`src/hw/rtl/iir_direct_form_two_defines.svh`:
```
// Assertion macros for the Direct-Form II IIR filter.
// Expects clk_i and rst_ni in the scope of every use.
`ifndef IIR_DIRECT_FORM_TWO_DEFINES_SVH
`define IIR_DIRECT_FORM_TWO_DEFINES_SVH

// Same-cycle implication, disabled while reset is asserted
`define IIRDF2_ASSERT_IMP(lbl, ante, cons) \
  lbl: assert property (@(posedge clk_i) disable iff (!rst_ni) (ante) |-> (cons)) \
    else $error("iirdf2: same-cycle check failed");

// Next-cycle implication, disabled while reset is asserted
`define IIRDF2_ASSERT_NXT(lbl, ante, cons) \
  lbl: assert property (@(posedge clk_i) disable iff (!rst_ni) (ante) |=> (cons)) \
    else $error("iirdf2: next-cycle check failed");

`endif

```
`src/hw/rtl/iirdf2_pkg.sv`:
```
// Shared types, constants and saturation helpers for the IIR filter.
// No dependencies.
`default_nettype none

package iirdf2_pkg;

  localparam int SAMPLE_W = 16;
  localparam int COEF_W   = 16;
  localparam int LINE_W   = 24;
  localparam int PROD_W   = COEF_W + LINE_W;   // 40
  localparam int ACC_W    = PROD_W + 3;        // sum of up to eight products
  localparam int RND_SH   = 14;
  localparam int RND_W    = ACC_W - RND_SH;    // 29
  localparam int FRONT_W  = RND_W + 2;         // 31
  localparam int CFG_W    = 64;
  localparam int CNT_W    = 4;
  localparam int CFG_IDX_W = 3;

  typedef enum logic [CFG_IDX_W-1:0] {
    REG_FF_LO  = 3'd0,
    REG_FF_HI  = 3'd1,
    REG_FB_LO  = 3'd2,
    REG_FB_HI  = 3'd3,
    REG_FF_CNT = 3'd4,
    REG_FB_CNT = 3'd5
  } cfg_idx_e;

  typedef enum logic [2:0] {
    ST_IDLE,
    ST_FB,
    ST_FB_WAIT,
    ST_FRONT,
    ST_FF,
    ST_FF_WAIT,
    ST_FINISH
  } state_e;

  typedef struct packed {
    logic issue;  // launch one product this cycle
    logic clear;  // zero the accumulator
  } mac_ctrl_t;

  typedef struct packed {
    logic                     clip;
    logic signed [LINE_W-1:0] val;
  } line_sat_t;

  typedef struct packed {
    logic                       clip;
    logic signed [SAMPLE_W-1:0] val;
  } out_sat_t;

  // Saturate the new front entry to 24 bits
  function automatic line_sat_t sat_line(input logic signed [FRONT_W-1:0] v);
    line_sat_t r;
    r.clip = (v[FRONT_W-1:LINE_W-1] != '0) && (v[FRONT_W-1:LINE_W-1] != '1);
    if (r.clip) begin
      r.val = v[FRONT_W-1] ? {1'b1, {(LINE_W-1){1'b0}}} : {1'b0, {(LINE_W-1){1'b1}}};
    end else begin
      r.val = v[LINE_W-1:0];
    end
    return r;
  endfunction

  // Saturate the rounded output to 16 bits
  function automatic out_sat_t sat_out(input logic signed [RND_W-1:0] v);
    out_sat_t r;
    r.clip = (v[RND_W-1:SAMPLE_W-1] != '0) && (v[RND_W-1:SAMPLE_W-1] != '1);
    if (r.clip) begin
      r.val = v[RND_W-1] ? {1'b1, {(SAMPLE_W-1){1'b0}}} : {1'b0, {(SAMPLE_W-1){1'b1}}};
    end else begin
      r.val = v[SAMPLE_W-1:0];
    end
    return r;
  endfunction

endpackage

`default_nettype wire

```
`src/hw/rtl/iirdf2_cfg.sv`:
```
// Configuration registers, effective tap counts and coefficient select.
// Depends on iirdf2_pkg.
`default_nettype none

module iirdf2_cfg
  import iirdf2_pkg::*;
#(
  parameter int MAX_TAPS = 8,
  parameter int IDX_W    = 3
) (
  input  wire logic                 clk_i,
  input  wire logic                 rst_ni,
  input  wire logic                 cfg_we_i,
  input  wire logic [CFG_IDX_W-1:0] cfg_index_i,
  input  wire logic [CFG_W-1:0]     cfg_wdata_i,
  input  wire logic                 sel_ff_i,
  input  wire logic [IDX_W-1:0]     idx_i,
  output logic signed [COEF_W-1:0]  coef_o,
  output logic [IDX_W-1:0]          ff_last_o,
  output logic [IDX_W-1:0]          fb_last_o
);

  localparam logic [CNT_W-1:0] MAX_CNT = CNT_W'(MAX_TAPS);

  logic [CFG_W-1:0] ff_lo_q, ff_hi_q, fb_lo_q, fb_hi_q;
  logic [CNT_W-1:0] ff_cnt_q, fb_cnt_q;
  logic [2*CFG_W-1:0] bank;
  logic [2:0]       idx3;
  logic [CNT_W-1:0] ff_last4, fb_last4;

  // Register writes; unknown indexes are dropped
  always_ff @(posedge clk_i or negedge rst_ni) begin
    if (!rst_ni) begin
      ff_lo_q  <= CFG_W'(16384);
      ff_hi_q  <= '0;
      fb_lo_q  <= '0;
      fb_hi_q  <= '0;
      ff_cnt_q <= CNT_W'(1);
      fb_cnt_q <= CNT_W'(1);
    end else if (cfg_we_i) begin
      unique case (cfg_idx_e'(cfg_index_i))
        REG_FF_LO:  ff_lo_q  <= cfg_wdata_i;
        REG_FF_HI:  ff_hi_q  <= cfg_wdata_i;
        REG_FB_LO:  fb_lo_q  <= cfg_wdata_i;
        REG_FB_HI:  fb_hi_q  <= cfg_wdata_i;
        REG_FF_CNT: ff_cnt_q <= cfg_wdata_i[CNT_W-1:0];
        REG_FB_CNT: fb_cnt_q <= cfg_wdata_i[CNT_W-1:0];
        default: ;
      endcase
    end
  end

  // Clamp counts to 1..MAX_TAPS and hand back the last tap index
  function automatic logic [CNT_W-1:0] last_tap(input logic [CNT_W-1:0] cnt);
    if (cnt == '0) begin
      return '0;
    end else if (cnt > MAX_CNT) begin
      return MAX_CNT - CNT_W'(1);
    end
    return cnt - CNT_W'(1);
  endfunction

  always_comb begin
    ff_last4 = last_tap(ff_cnt_q);
    fb_last4 = last_tap(fb_cnt_q);
  end

  assign ff_last_o = ff_last4[IDX_W-1:0];
  assign fb_last_o = fb_last4[IDX_W-1:0];

  // Pick one 16-bit coefficient from the selected bank
  assign bank   = sel_ff_i ? {ff_hi_q, ff_lo_q} : {fb_hi_q, fb_lo_q};
  assign idx3   = 3'(idx_i);
  assign coef_o = bank[{idx3, 4'd0} +: COEF_W];

endmodule

`default_nettype wire

```
`src/hw/rtl/iirdf2_mac.sv`:
```
// Shared multiply-accumulate: registered product, then accumulate.
// Depends on iirdf2_pkg.
`default_nettype none

module iirdf2_mac
  import iirdf2_pkg::*;
(
  input  wire logic                clk_i,
  input  wire logic                rst_ni,
  input  wire mac_ctrl_t           ctrl_i,
  input  wire logic signed [COEF_W-1:0] coef_i,
  input  wire logic signed [LINE_W-1:0] data_i,
  output logic signed [ACC_W-1:0]  acc_o
);

  logic signed [PROD_W-1:0] prod_d, prod_q;
  logic                     prod_vld_q;
  logic signed [ACC_W-1:0]  acc_q;

  assign prod_d = coef_i * data_i;

  // Multiply stage
  always_ff @(posedge clk_i) begin
    if (ctrl_i.issue) begin
      prod_q <= prod_d;
    end
  end

  always_ff @(posedge clk_i or negedge rst_ni) begin
    if (!rst_ni) begin
      prod_vld_q <= 1'b0;
    end else begin
      prod_vld_q <= ctrl_i.issue;
    end
  end

  // Accumulate stage; clear wins
  always_ff @(posedge clk_i or negedge rst_ni) begin
    if (!rst_ni) begin
      acc_q <= '0;
    end else if (ctrl_i.clear) begin
      acc_q <= '0;
    end else if (prod_vld_q) begin
      acc_q <= acc_q + ACC_W'(prod_q);
    end
  end

  assign acc_o = acc_q;

endmodule

`default_nettype wire

```
`src/hw/rtl/iir_direct_form_two.sv`:
```
// Steps from the accepting edge to a valid result: N-1 feedback products,
// feedback drain, front update, M feedforward products, feedforward drain,
// result load; the feedback products and drain are skipped when N is 1.
// A new sample is accepted only once the sequencer is back in idle; a result stalled
// at the output holds the sequencer in its last step.
// Reset: coefficients b0 = 1.0, all others 0, counts 1, delay line zero, idle.
`default_nettype none
`include "iir_direct_form_two_defines.svh"

module iir_direct_form_two
  import iirdf2_pkg::*;
#(
  parameter int MAX_TAPS = 8
) (
  input  wire logic                   clk_i,
  input  wire logic                   rst_ni,
  input  wire logic                   cfg_we_i,
  input  wire logic [CFG_IDX_W-1:0]   cfg_index_i,
  input  wire logic [CFG_W-1:0]       cfg_wdata_i,
  input  wire logic                   in_valid_i,
  output logic                        in_stall_o,
  input  wire logic signed [SAMPLE_W-1:0] sample_in_i,
  output logic                        out_valid_o,
  input  wire logic                   out_stall_i,
  output logic signed [SAMPLE_W-1:0]  sample_out_o,
  output logic                        clipped_o
);

  localparam int IDX_W = $clog2(MAX_TAPS);

  state_e                     state_q, state_d;
  logic [IDX_W-1:0]           idx_q, idx_d;
  logic signed [LINE_W-1:0]   line_q [MAX_TAPS];
  logic signed [SAMPLE_W-1:0] sample_q;
  logic                       clip_q;
  logic                       out_valid_q;
  logic signed [SAMPLE_W-1:0] out_sample_q;
  logic                       out_clip_q;

  logic                       in_acc;
  logic                       load_out;
  logic                       sel_ff;
  mac_ctrl_t                  mac_ctrl;
  logic signed [COEF_W-1:0]   coef;
  logic [IDX_W-1:0]           ff_last, fb_last;
  logic signed [ACC_W-1:0]    mac_acc;
  logic signed [ACC_W-1:0]    acc_bias;
  logic signed [RND_W-1:0]    acc_rnd;
  logic signed [FRONT_W-1:0]  front_w;
  line_sat_t                  front_sat;
  out_sat_t                   y_sat;

  iirdf2_cfg #(
    .MAX_TAPS (MAX_TAPS),
    .IDX_W    (IDX_W)
  ) u_cfg (
    .clk_i       (clk_i),
    .rst_ni      (rst_ni),
    .cfg_we_i    (cfg_we_i),
    .cfg_index_i (cfg_index_i),
    .cfg_wdata_i (cfg_wdata_i),
    .sel_ff_i    (sel_ff),
    .idx_i       (idx_q),
    .coef_o      (coef),
    .ff_last_o   (ff_last),
    .fb_last_o   (fb_last)
  );

  iirdf2_mac u_mac (
    .clk_i  (clk_i),
    .rst_ni (rst_ni),
    .ctrl_i (mac_ctrl),
    .coef_i (coef),
    .data_i (line_q[idx_q]),
    .acc_o  (mac_acc)
  );

  assign in_stall_o = (state_q != ST_IDLE);
  assign in_acc     = in_valid_i && !in_stall_o;

  // Round half up to Q.15, then saturate
  assign acc_bias  = mac_acc + ACC_W'(8192);
  assign acc_rnd   = acc_bias[ACC_W-1:RND_SH];
  assign front_w   = FRONT_W'(sample_q) - FRONT_W'(acc_rnd);
  assign front_sat = sat_line(front_w);
  assign y_sat     = sat_out(acc_rnd);

  // State register
  always_ff @(posedge clk_i or negedge rst_ni) begin
    if (!rst_ni) begin
      state_q <= ST_IDLE;
      idx_q   <= '0;
    end else begin
      state_q <= state_d;
      idx_q   <= idx_d;
    end
  end

  // Sequence feedback taps, front update, feedforward taps, result load
  always_comb begin
    state_d        = state_q;
    idx_d          = idx_q;
    mac_ctrl.issue = 1'b0;
    mac_ctrl.clear = 1'b0;
    sel_ff         = 1'b0;
    load_out       = 1'b0;
    unique case (state_q)
      ST_IDLE: begin
        if (in_acc) begin
          mac_ctrl.clear = 1'b1;
          idx_d          = IDX_W'(1);
          state_d        = (fb_last == '0) ? ST_FRONT : ST_FB;
        end
      end
      ST_FB: begin
        mac_ctrl.issue = 1'b1;
        if (idx_q == fb_last) begin
          state_d = ST_FB_WAIT;
        end else begin
          idx_d = idx_q + IDX_W'(1);
        end
      end
      ST_FB_WAIT: begin
        state_d = ST_FRONT;
      end
      ST_FRONT: begin
        mac_ctrl.clear = 1'b1;
        idx_d          = '0;
        state_d        = ST_FF;
      end
      ST_FF: begin
        mac_ctrl.issue = 1'b1;
        sel_ff         = 1'b1;
        if (idx_q == ff_last) begin
          state_d = ST_FF_WAIT;
        end else begin
          idx_d = idx_q + IDX_W'(1);
        end
      end
      ST_FF_WAIT: begin
        state_d = ST_FINISH;
      end
      ST_FINISH: begin
        if (!out_valid_q || !out_stall_i) begin
          load_out = 1'b1;
          state_d  = ST_IDLE;
        end
      end
      default: begin
        state_d = ST_IDLE;
      end
    endcase
  end

  // Delay line: shift on accept, write the saturated front entry
  always_ff @(posedge clk_i or negedge rst_ni) begin
    if (!rst_ni) begin
      for (int k = 0; k < MAX_TAPS; k++) begin
        line_q[k] <= '0;
      end
    end else if (in_acc) begin
      for (int k = 1; k < MAX_TAPS; k++) begin
        line_q[k] <= line_q[k-1];
      end
    end else if (state_q == ST_FRONT) begin
      line_q[0] <= front_sat.val;
    end
  end

  // Capture the sample
  always_ff @(posedge clk_i) begin
    if (in_acc) begin
      sample_q <= sample_in_i;
    end
  end

  // Track saturation across the transaction
  always_ff @(posedge clk_i or negedge rst_ni) begin
    if (!rst_ni) begin
      clip_q <= 1'b0;
    end else if (in_acc) begin
      clip_q <= 1'b0;
    end else if (state_q == ST_FRONT) begin
      clip_q <= front_sat.clip;
    end
  end

  // Output register
  always_ff @(posedge clk_i or negedge rst_ni) begin
    if (!rst_ni) begin
      out_valid_q <= 1'b0;
    end else if (load_out) begin
      out_valid_q <= 1'b1;
    end else if (!out_stall_i) begin
      out_valid_q <= 1'b0;
    end
  end

  always_ff @(posedge clk_i) begin
    if (load_out) begin
      out_sample_q <= y_sat.val;
      out_clip_q   <= clip_q | y_sat.clip;
    end
  end

  assign out_valid_o  = out_valid_q;
  assign sample_out_o = out_sample_q;
  assign clipped_o    = out_clip_q;

  // Checks
  `IIRDF2_ASSERT_IMP(a_fb_idx_range, state_q == ST_FB, idx_q != '0 && idx_q <= fb_last)
  `IIRDF2_ASSERT_NXT(a_hold_finish, state_q == ST_FINISH && out_valid_q && out_stall_i, state_q == ST_FINISH)
  `IIRDF2_ASSERT_NXT(a_accept_clears, in_acc, !clip_q && mac_acc == '0)
  `IIRDF2_ASSERT_IMP(a_front_order, state_q == ST_FRONT, $past(state_q) == ST_FB_WAIT || $past(state_q) == ST_IDLE)

endmodule

`default_nettype wire
```
`config.mk`:
```
export PLATFORM = sky130hd
export DESIGN_NAME = iir_direct_form_two
export DESIGN_NICKNAME = d
export VERILOG_FILES = /design/src/hw/rtl/iirdf2_pkg.sv /design/src/hw/rtl/iirdf2_cfg.sv /design/src/hw/rtl/iirdf2_mac.sv /design/src/hw/rtl/iir_direct_form_two.sv
export VERILOG_INCLUDE_DIRS = /design/src /design/src/hw/rtl
export SDC_FILE = /design/constraint.sdc
export NUM_CORES = 2
export LEC_CHECK = 0
export BUFFER_PORTS_ARGS = -buffer_cell sky130_fd_sc_hd__buf_2
export CORE_MARGIN = 5
export CORE_UTILIZATION = 58
export CTS_CLUSTER_DIAMETER = 200
export DETAILED_ROUTE_END_ITERATION = 8
export PLACE_DENSITY = 0.78
export RECOVER_POWER = 50
export SLEW_MARGIN = 20
export SYNTH_ARGS = -nofsm -noshare
export SYNTH_HDL_FRONTEND = slang
export SYNTH_SLANG_ARGS = --single-unit
```
`constraint.sdc`:
```
create_clock -name clk_i -period 7.7 [get_ports clk_i]
set_input_delay 1.155 -clock clk_i [delete_from_list [all_inputs] [get_ports clk_i]]
set_output_delay 1.155 -clock clk_i [all_outputs]
set_load 0.1 [all_outputs]
```
## After elaboration in Yosys (flattened, before gate mapping)

Index checks and enable logic that the tools add are counted.

| word-level totals | value |
|---|---|
| flip-flop bits (word level) | 581 |
| input port bits | 88 |
| output and inout bits | 19 |
| logic and storage cells | 128 |

| cells by class | value |
|---|---|
| $add $sub $neg | 6 |
| multipliers | 1 |
| $lt $le $gt $ge | 3 |
| equality and inequality tests | 22 |
| shifts and indexed selects | 1 |
| mux-type cells | 40 |
| bitwise gates (word level) | 3 |
| reductions and logical operators | 28 |

Operator list:

| kind | count |
|---|---|
| 2-to-1 mux 128 bit | 1 |
| indexed part select 128 x 8 -> 16 bit | 1 |
| 2-to-1 mux 24 bit | 4 |
| 2-to-1 mux 43 bit | 2 |
| binary-select mux 24 bit (select 3 bit) | 1 |
| adder 43 x 15 -> 43 bit, second input constant | 1 |
| adder 43 x 40 -> 43 bit | 1 |
| multiplier 16 x 24 -> 40 bit | 1 |
| 2-to-1 mux 3 bit | 13 |
| 2-to-1 mux 16 bit | 2 |
| subtractor 16 x 29 -> 30 bit | 1 |
| case mux 3 bit (7 select lines) | 1 |
| == test 3 bit, second input constant | 5 |
| != test 14 bit, second input constant | 1 |
| AND reduction 2 bit | 7 |
| nonzero test 14 bit | 1 |
| 2-to-1 mux 1 bit | 13 |
| == test 3 x 2 -> 1 bit, second input constant | 4 |
| != test 2 bit, second input constant | 6 |
| case mux 3 bit (4 select lines) | 1 |
| logical NOT 3 bit | 3 |
| greater-than comparator 4 bit, second input constant | 2 |
| logical NOT 4 bit | 2 |
| != test 8 bit, second input constant | 1 |
| 20 further kinds | 29 |

## Longest topological paths before layout

| depth | value |
|---|---|
| depth in word-level cells | 8 |
| mapped depth | 34 |
| mapped depth without buffers | 31 |

## Hierarchy

From an unflattened synthesis, not the netlist that was laid out.

| second synthesis, totals | value |
|---|---|
| cell total of the unflattened synthesis | 3856 |
| area total of the unflattened synthesis | 44099.8 um^2 |

Modules (own cells, without submodules):

| module | times used | cells an instance | area each (um^2) | sequential area each (um^2) |
|---|---|---|---|---|
| iirdf2_mac | 1 | 2068 | 18950.7 | 2302.2 |
| iir_direct_form_two | 1 | 1069 | 13191.4 | 5995.8 |
| iirdf2_cfg | 1 | 719 | 11957.7 | 6610.1 |

## Least setup slack after synthesis

No wires, ideal clock.

| timing path | value |
|---|---|
| path type | register to register |
| from | reg state_q[2] |
| to | reg u_mac.prod_q[39] (data pin) |
| setup time | 0.260 ns |
| arrival | 7.930 ns |
| data required time | 7.440 ns |
| path slack | -0.490 ns |
| cell stages (with the launch flop) | 32 |
| path buffers | 3 |
| clock period less this slack | 8.190 ns |
| path through | dfrtp_1 inv_1 nor3_1 buf_2 buf_2 buf_2 mux4_2 mux2_2 o21a_1 and2_1 fa_1 inv_1 fa_1 fa_1 inv_1 fa_1 fa_1 inv_1 fa_1 inv_1 ha_1 a21o_1 a21o_1 a21oi_1 and4_1 a2111oi_1 a221oi_1 nor4_1 o221ai_1 o21bai_1 a21oi_1 xnor2_1 |

| on the way | value |
|---|---|
| word-level cells in the longest chain between the ends | 5 |

Ends and longest elaborated chain:

| element | line | RTL |
|---|---|---|
| start, declared | iir_direct_form_two.sv:31 | `state_e state_q, state_d;` |
| start signal, assigned | iir_direct_form_two.sv:94 | `state_q <= state_d;` |
| == test 3 bit | iir_direct_form_two.sv:107 | `unique case (state_q)` |
| 2-to-1 mux 1 bit | iir_direct_form_two.sv:107 |  |
| 2-to-1 mux 128 bit | iirdf2_cfg.sv:72 | `assign bank = sel_ff_i ? {ff_hi_q, ff_lo_q} : {fb_hi_q, fb_lo_q};` |
| indexed part select 128 x 8 -> 16 bit | iirdf2_cfg.sv:74 | `assign coef_o = bank[{idx3, 4'd0} +: COEF_W];` |
| multiplier 16 x 24 -> 40 bit | iirdf2_mac.sv:20 | `assign prod_d = coef_i * data_i;` |
| via u_mac.prod_d[39] | iirdf2_mac.sv:16 | `logic signed [PROD_W-1:0] prod_d, prod_q;` |
| end signal, assigned | iirdf2_mac.sv:25 | `prod_q <= prod_d;` |
| end, declared | iirdf2_mac.sv:16 |  |

The timed path passes the listed nets, and every way through them passes these cells.
A chain may end at the register's enable or synchronous reset.

## Worst setup path in the final report

Same ends and word-level chain as after synthesis.

==> results.md <==
* Crit path arrival time at 8.57 ns
* Syn Nets at 4,705
* Fin crit period at 8.234 ns
* Io pins at 107
* Commonest non-fill, non-tap cell in the layout: nand2_1
* Crit Path Max Fanout at 7
* First-pass GRT wire length at 175,700 um
* Hold Crit Depth at 2
* DRC Markers at 0
* Most frequent cells in the layout: 785 x nand2_1, 501 x dfrtp_1, 447 x inv_1
* Synth Instances at 4,067
* FF-to-FF setup slack at -0.53 ns
* Grt ovf at 0
* Initial antenna violation count at 13
* Failing checks: capacitance limit, slew limit, setup timing
* Ys async rst share at 87.44%
* Worst setup path start: state_q[2]
* Most frequent cell on the critical path: inv_2
* Largest net degree at the start of global routing at 180
* Final wirelength at 111,600 um
* Outcome: complete, but fails checks
* Synth Flop Type: dfrtp_1
* First DRT Iteration DRCs at 2,690
* Synth cell types at 79
* Hold path startpoint: line_q[12]
* Clock latency on the worst-skew pair at 0.62 ns
* Worst r2r path cells at 32
* Crit path max-delay family: adder cells
* Reg clk slew, reported paths at 0.06 ns
* Starting Density at 58.27%
* Critical Path Max Stage Delay at 0.62 ns
* Tightest Pin Transition at 4.939 ns
* Setup ws final at -0.5340 ns
* Synth Register Bits at 581
* Post-layout net count at 4,974
* Worst Hold Class: flip-flop to flip-flop
* Vias per cell at 5.805
* WL/cell at 20.81 um
* Worst rel slew slack at -229.2%
* Layout cells sized above 1 at 23.97%
* Synthesis-to-layout area growth at 14.78%
* FILL cells at 5,294
* Util after Layout at 66.89%
* Buf+Inv Stages, Crit Path at 11
* Synth Warn # at 0
* F_max at 0.1214 GHz
* Final Skew at 0.03692 ns
* Number of synthesized flops with an enable pin at 73
* Final setup fails at 17
* Period utilisation layout at 106.9%
* Hold path endpoint: line_q[12]
* Mapped cell area at 43,160 um^2
* Sequential area share after synthesis at 34.54%
* Total global-route track usage at 27.85%
* CTS Buffer Depth at 3
* Detailed placement HPWL at 79,460 um
* Number of global-route vias before repair at 32,320
* CTS tree: built
* Hold Vio Cnt, Final at 0
* Vias at 31,130
* Core Box Area at 74,070 um^2
* Startpoint class of the critical path: flip-flop
* FF-to-FF End: u_mac.prod_q[39]
* Remaining antenna violation count at 0
* RSZ-0062 raised after global routing: yes
* Gp weighted congestion at 0.9425
* Die Footprint at 79,980 um^2
* Max-cap violation count at 9
* CP Capture Type: flip-flop
* Syn_area_per_cell at 10.61 um^2
* CTS buffer count at 66
* Required @ worst endpoint at 8.03 ns
* Die Ht at 282.8 um
* Die width at 282.8 um
* Clock root buffer: clkbuf_16
* Htree depth at 3
* Port Buffer Count at 106
* WS Path Type: flip-flop to flip-flop
* Number of max-slew violations in the final report at 625
* Worst r2r src: state_q[2]
* Sink Count at 581
* Slowest cell on crit path: mux4_2
* Row count at 100
* TritonRoute pass-1 iters at 5
area by class of cell:
cell class	count	area (um^2)	area share (%)
inverters	472	1777	3.586
multi-input cells	2826	26380	53.25
well taps	969	1212	2.447
flip-flops and latches	581	14920	30.12
repair buffers	389	3034	6.124
diodes	8	20.02	0.04041
clock inverters	31	400.4	0.8082
clock buffers	86	1797	3.627
routing by layer:
| layer | vias to the layer above | global-route usage [%] | share of wire (%) |
|---|---|---|---|
| met5 | - | 0 | 0.049 |
| met4 | 8 | 12.52 | 4.9 |
| met3 | 276 | 6.598 | 7.5 |
| met2 | 1157 | 45.59 | 48 |
| met1 | 15700 | 35.75 | 39 |
| li1 | 13980 | - | - |
registers in the layout, indices dropped and copies added (netlist names):
register / flops
u_mac.prod_q: 40
clipped_o: 1
u_cfg.ff_hi_q: 64
sample_q: 16
out_valid_o: 1
u_cfg.ff_cnt_q: 4
line_q: 192
clip_q: 1
state_q: 3
u_cfg.fb_lo_q: 64
u_mac.acc_o: 43
u_cfg.fb_hi_q: 64
u_cfg.fb_cnt_q: 4
sample_out_o: 16
idx_q: 3
u_mac.prod_vld_q: 1
u_cfg.ff_lo_q: 64
worst min-delay path: stages (launching register included):
cell	delay, ns
dfrtp_1	0.33
nand2_1	0.05
nand2_1	0.05
through the flow:
stage | hold WS, ns | std cells | worst slack, ns | setup TNS [ns] | instance area (um^2)
floorplan | 0.4406 | 4067 | 0.007929 | 0 | 43220
global placement | 0.4526 | 5174 | -0.4276 | -2.127 | 46130
detailed placement | 0.4584 | 5174 | -0.5127 | -3.402 | 46140
CTS | 0.4712 | 5330 | -0.2702 | -1.623 | 49100
global route | 0.4978 | 5359 | -0.7407 | -8.938 | 49540
finish | 0.4676 | 5362 | -0.5340 | -4.526 | 49540
Yosys cell counts, drive strengths merged, types with 5 or more instances:
cell type	count	area share [%]
o41ai	5	0.10
nand4b	6	0.12
nor2	156	1.4
mux2i	51	1.2
nor2b	66	0.96
a21boi	5	0.087
nor3b	5	0.087
ha	174	5.0
and2	76	1.1
o31a	15	0.30
nor4	11	0.19
and3	17	0.25
or2	6	0.087
o211ai	6	0.12
a21o	50	0.87
nand2b	25	0.36
fa	376	17
a221oi	7	0.17
edfxtp	73	5.1
o21bai	17	0.30
mux4	122	6.4
nand3b	5	0.087
dfrtp	505	29
o21a	20	0.35
a31oi	14	0.25
a221o	24	0.56
inv	472	4.1
o21ai	82	0.96
xnor2	89	1.8
and4	8	0.16
nand2	798	6.9
nor3	27	0.34
nand4	15	0.22
mux2	291	7.6
clkbuf	158	1.4
a21oi	100	1.2
buf	31	0.32
a211oi	16	0.29
o31ai	5	0.087
nand3	40	0.46
xor2	52	1.1
or3	6	0.099
kinds of logic after synthesis:
kind of cell | synth area share, %
AO/OA/AOI/OAI | 6.235
AND/OR/NAND/NOR | 12.93
buffers and inverters | 5.797
flip-flops | 34.54
multiplexers | 15.14
adder cells (fa/ha/maj) | 22.48
XOR/XNOR | 2.878
worst max-delay path by stage:
stage / endpoint / slack, ns / cells past startpoint
after floorplan: u_mac.prod_q[39] / 0.008 / 28
after global placement: u_mac.prod_q[39] / -0.43 / 30
after detailed placement: u_mac.prod_q[39] / -0.51 / 30
after CTS: u_mac.prod_q[39] / -0.27 / 30
after global routing: u_mac.prod_q[39] / -0.74 / 32
final: u_mac.prod_q[39] / -0.53 / 32
timing repair:
action | in CTS | in global routing
setup buffers | 38 | 23
pin swaps | 61 | 74
hold buffers | 0 | 0
cloned | 4 | 2
resized for setup | 100 | 84
endpoints found under the setup margin | 15 | 23
Power is left out: the tool's default activity adds up to more than one toggle a clock period on the data nets, which glitch-free logic cannot reach.
